### src/rtl/ita_div.sv
// ----------------------------------------------------------------------------
// ita_div: radix-2 restoring divider
// Produces QW quotient bits, one per cycle. The caller guarantees that the
// quotient fits QW bits, so the upper dividend part already lies below the
// divisor and only the low bits need stepping.
// ----------------------------------------------------------------------------
module ita_div #(
	parameter int QW = 8,
	parameter int EW = 9
) (
	input  logic             clk,
	input  logic             arst_n,
	input  logic             start,
	input  logic [QW+EW-1:0] dividend,
	input  logic [EW-1:0]    divisor,
	output logic             done,
	output logic [QW-1:0]    quotient
);
	localparam int CNT_W = $clog2(QW);

	logic             busy_q;
	logic             done_q;
	logic [CNT_W-1:0] cnt_q;
	logic [EW-1:0]    rem_q;
	logic [EW-1:0]    divisor_q;
	logic [QW-1:0]    low_q;
	logic [EW:0]      trial;
	logic             fits;

	assign trial = {rem_q, low_q[QW-1]};
	assign fits  = trial >= {1'b0, divisor_q};

	always_ff @(posedge clk or negedge arst_n) begin
		if (!arst_n) begin
			busy_q <= 1'b0;
			done_q <= 1'b0;
			cnt_q  <= '0;
		end else begin
			done_q <= 1'b0;
			if (start) begin
				busy_q <= 1'b1;
				cnt_q  <= '0;
			end else if (busy_q) begin
				cnt_q <= cnt_q + 1'b1;
				if (cnt_q == CNT_W'(QW - 1)) begin
					busy_q <= 1'b0;
					done_q <= 1'b1;
				end
			end
		end
	end

	always_ff @(posedge clk) begin
		if (start) begin
			rem_q     <= dividend[QW+EW-1:QW];
			low_q     <= dividend[QW-1:0];
			divisor_q <= divisor;
		end else if (busy_q) begin
			rem_q <= fits ? EW'(trial - {1'b0, divisor_q}) : trial[EW-1:0];
			low_q <= {low_q[QW-2:0], fits};
		end
	end

	assign done     = done_q;
	assign quotient = low_q;

	a_rem_below_divisor: assert property (@(posedge clk) disable iff (!arst_n)
		busy_q |-> rem_q < divisor_q)
		else $error("partial remainder reached the divisor");

	a_start_when_idle: assert property (@(posedge clk) disable iff (!arst_n)
		start |-> !busy_q)
		else $error("divider restarted while busy");

	a_done_single: assert property (@(posedge clk) disable iff (!arst_n)
		done |=> !done)
		else $error("done held longer than one cycle");

endmodule

### config.mk
export PLATFORM = sky130hd
export DESIGN_NAME = ita_div
export DESIGN_NICKNAME = d
export VERILOG_FILES = /design/src/rtl/ita_div.sv
export SDC_FILE = /design/constraint.sdc
export NUM_CORES = 1
export LEC_CHECK = 0
export BUFFER_PORTS_ARGS = -buffer_cell sky130_fd_sc_hd__buf_4
export CORE_MARGIN = 3
export CORE_UTILIZATION = 40
export CTS_CLUSTER_SIZE = 30
export DETAILED_ROUTE_END_ITERATION = 8
export PLACE_DENSITY = 0.6
export SLEW_MARGIN = 20
export SYNTH_ARGS = -nofsm -noshare
export SYNTH_HDL_FRONTEND = slang
export SYNTH_SLANG_ARGS = --single-unit
### constraint.sdc
create_clock -name clk -period 6.2 [get_ports clk]
set_input_delay 0.31 -clock clk [delete_from_list [all_inputs] [get_ports clk]]
set_output_delay 0.31 -clock clk [all_outputs]
set_load 0.05 [all_outputs]
; Word level (Yosys, flattened, before mapping)
; Cells that the tools add are included.
; W data, S select, Z words.
[op_classes]
n_addsub = 2
order_cmp = 1
eq_ne = 1
muxes = 13
reduce_logical = 1
[op_table]
columns = operator, count
row1 = $mux W9, 3
row2 = $mux W8, 2
row3 = $ge A10 B9 Y1, 1
row4 = $sub A9 B9 Y9, 1
row5 = $mux W1, 6
row6 = $mux W3, 2
row7 = $add A3 B1 Y3 const B, 1
row8 = $eq A3 B3 Y1 const B, 1
row9 = $reduce_bool A2 Y1, 1
[totals]
ff_bits = 31
in_bits = 29
output_inout_bits = 9
word_cells = 24

; Longest topological paths before layout
[logic_depth]
ltp_word = 4
depth_mapped = 9
mapped_depth_nobuf = 9

; Worst setup path before layout
; No wires, ideal clock.
[synth_timing]
kind = register to register
start = register low_q[7] (netlist: quotient[7])
end = register rem_q[5] (data pin)
setup_ns = 0.261
t_arrival_ns = 2.391
slack_ns = 3.548
stages_incl_launch_ff = 10
n_path_buf = 0
cell_sequence = edfxtp_1 inv_1 ha_1 inv_1 fa_1 a211oi_1 o21ai_2 a21oi_4 a2111oi_1 a311o_1
[synth_between]
elab_chain_len = 4
elab_cells_between_ends = 5
cone_classes = 1 x add/sub / 1 x order compare / 3 x mux
[synth_lines]
columns = item, line_no
row1 = "start, declared", 26  ; logic [QW-1:0] low_q;
row2 = "start signal, assigned", 56  ; low_q <= dividend[QW-1:0];
row3 = "start signal, assigned", 60  ; low_q <= {low_q[QW-2:0], fits};
row4 = $sub A9 B9 Y9 / $ge A10 B9 Y1 (equally long branches), "59, 31"
row5 = $mux W9 (*), 59  ; rem_q <= fits ? EW'(trial - {1'b0, divisor_q}) : trial[EW-1:0];
row6 = $mux W9 (*), 58  ; end else if (busy_q) begin
row7 = $mux W9 (*), 54  ; if (start) begin
row8 = "end signal, assigned", 55  ; rem_q <= dividend[QW+EW-1:QW];
row9 = "end signal, assigned", 59
row10 = "end, declared", 24  ; logic [EW-1:0] rem_q;
; Every way passes the cells marked *; elsewhere a longest branch is shown, timed or not. The select of a mux whose other input is x is not followed.
; A chain may end at the register's enable or synchronous reset.

; Worst setup path in the final report
; Ends and elaborated chain as after synthesis.

==> metrics.cfg <==
[clocking]
clk_latency_ns=0.28
clock_path_buffers=2
cts_buffers=5
htree_levels=2
root_buffer=clkbuf_8
postCtsHoldBufs=1
cts_setup_buffers=0
path_clk_slew_ns=0.07
clock-sinks=31
cts_tree=built
cts_resized=0

[worst_setup_path]
cp_max_fo=9
cp_top_family=compound AO/OA/AOI/OAI gates
timing.critical_path.mode_cell=inv_1
cp-end-kind=register
path_cells=inv_1 > ha_1 > inv_1 > fa_1 > a211oi_1 > o21ai_2 > a21oi_4 > a2111oi_1 > a311o_1
cpPeakStageDelay_ns=0.41
path_class=reg2reg
cp_data_arrival_time_ns=2.64
startpoint=quotient[7]$_DFFE_PP_
start_kind=register
crit_required_ns=6.23
r2r-start=quotient[7]$_DFFE_PP_
cp_num_buf_inv=2
crit_slowest_cell=fa_1

[route]
wl_mm=3.72
initialDrtViolationCount=69
drc=0
wl_per_cell_um=15.4
drtAntennaViolNets=0
firstDrtPassIters=4
vias=1327
avgViaCountPerCell=5.48

[floorplanning]
pin_count=38
std_cell_rows=23
dieArea_um2=5240
die_width_um=72.4
core-area_um2=4120
die_y_um=72.4
start_util_pct=42.8

[yosys]
synthArstFlopShare_pct=16.1
synth_ff_type=edfxtp_1
yosys_register_bits=31
yosysUniqueCellTypes=42
syn_area_per_cell_um2=11.8
synth_nets=190
synth_edf_count=26
netlist_area_um2=1760
synth_cells=149
yosysWarnings=0
synth_seq_area_share_pct=51.4

[global_routing]
antenna_found_initial=0
grt_remaining_overflow=0
grtUsageTotal_pct=15.4
grt_pass1_vias=1409
grt_max_degree=33
grt_pass1_wl_mm=6.29

[cells_and_area]
finish.utilization_pct=53.1
area_delta_synth_final_pct=24.1
antennaDiodeCount=0
drive_gt1_share_pct=29.7
final_nets=232

[timing]
min_period_ns=2.61
rsz0062_at_grt=no
fin_crit_sh_pct=42.0
maxSlewViolCount=0
tns_ns=0
max_freq_mhz=384
finalSetupViolCount=0
max_slew.worst_pin.slew_ns=0.778
clock_skew_ns=0.00587
finalHoldViolations=0
slew_headroom_pct=48.0

[place]
numPortBuffers=37
gp_congestion=0.907
hpwl_mm=2.74

[power]
p_per_area_nw_per_um2=413
peakVddDrop_v=0.000236
leakagePower_nw=0.955

[run_status]
status=finished clean

[job]
cap_violations=0

[min_path]
min_from=divisor[8]
hold_class=in2reg

path summary, 6_finish.rpt:
kind / end / slack (ns) / depth (start not counted)
setup / recovery: rem_q[5]$_DFFE_PP_ / 3.59 / 9
hold / removal: divisor_q[8]$_DFFE_PP_ / 0.20 / 1
setup reg to reg: rem_q[5]$_DFFE_PP_ / 3.59 / 9
hold reg to reg: cnt_q[1]$_DFFE_PN0P_ / 0.54 / 2
max in group asynchronous: done$_DFF_PN0_ / 5.73 / 2
min in group asynchronous: cnt_q[2]$_DFFE_PN0P_ / 0.36 / 2
where the power goes:
part / switching, mW / leakage, nW / internal (mW)
sequential: 0.0286 / 0.333 / 0.285
combinational: 0.256 / 0.581 / 0.180
clock: 0.0752 / 0.0412 / 0.0783
total: 0.360 / 0.955 / 0.543
cells by family after synthesis:
group | after synthesis | share of synthesized area, %
simple gates | 37 | 10.8
buf+inv | 16 | 3.41
compound gates | 38 | 16.9
mux | 9 | 5.61
flops | 31 | 51.4
xor+xnor | 6 | 2.98
fa+ha+maj | 12 | 8.94
per-stage QoR:
stage | instance area (um2) | setup WS, ns | hold slack [ns] | total power [mW] | cells
after floorplan | 1760 | 3.55 | 0.0144 | 0.645 | 149
after global placement | 2090 | 3.70 | 0.111 | 0.739 | 233
after detailed placement | 2090 | 3.62 | 0.115 | 0.747 | 233
after CTS | 2190 | 3.60 | 0.193 | 0.904 | 242
after global routing | 2190 | 3.44 | 0.180 | 0.967 | 242
final | 2190 | 3.59 | 0.200 | 0.903 | 242
sequential cells by signal, indices dropped and copies added, names as in the netlist:
| register | cells |
|---|---|
| rem_q | 9 |
| quotient | 8 |
| cnt_q | 3 |
| done | 1 |
| busy_q | 1 |
| divisor_q | 9 |
cell type report:
type	instances	area, um2
inverters	13	48.8
clock buffers	6	72.6
clock inverters	2	12.5
repair buffers	38	288
flip-flops and latches	31	906
multi-input cells	102	797
fillers	375	1930
well taps	50	62.6
cells in the mapped netlist (4+ instances only):
cell type  instances  share of area [%]
a21oi_1            4                1.1
dfrtp_1            5                7.1
edfxtp_1          26                 44
ha_1              11                7.8
inv_1             13                2.8
mux2_2             7                4.5
nand2_1           10                2.1
nor2_1             7                1.5
nor3_1             4                1.1
o21ai_0            7                2.0
layout by cell type, fill, tap and decap left out, types with 2 or more instances in the layout:
cell type,count
buf_4,37
edfxtp_1,26
inv_1,13
ha_1,11
nand2_1,10
o21ai_0,7
nor2_1,7
mux2_2,7
dfrtp_1,5
clkbuf_8,5
nor3_1,4
a21oi_1,4
a21o_1,3
a31oi_1,3
xnor2_1,3
nand4_1,3
nand3_1,3
xor2_1,3
o211ai_1,3
and2_1,3
o21bai_1,2
o21ai_1,2
or3_1,2
a311o_1,2
mux2i_1,2
metal layers:
layer,vias to the layer above,GRT usage [%],routed length [um]
met2,45,25.3,1750
li1,651,-,-
met4,0,5.33,62
met1,624,18.6,1670
met5,-,0,0
met3,7,5.68,238
(Power assumes the default switching activity.)
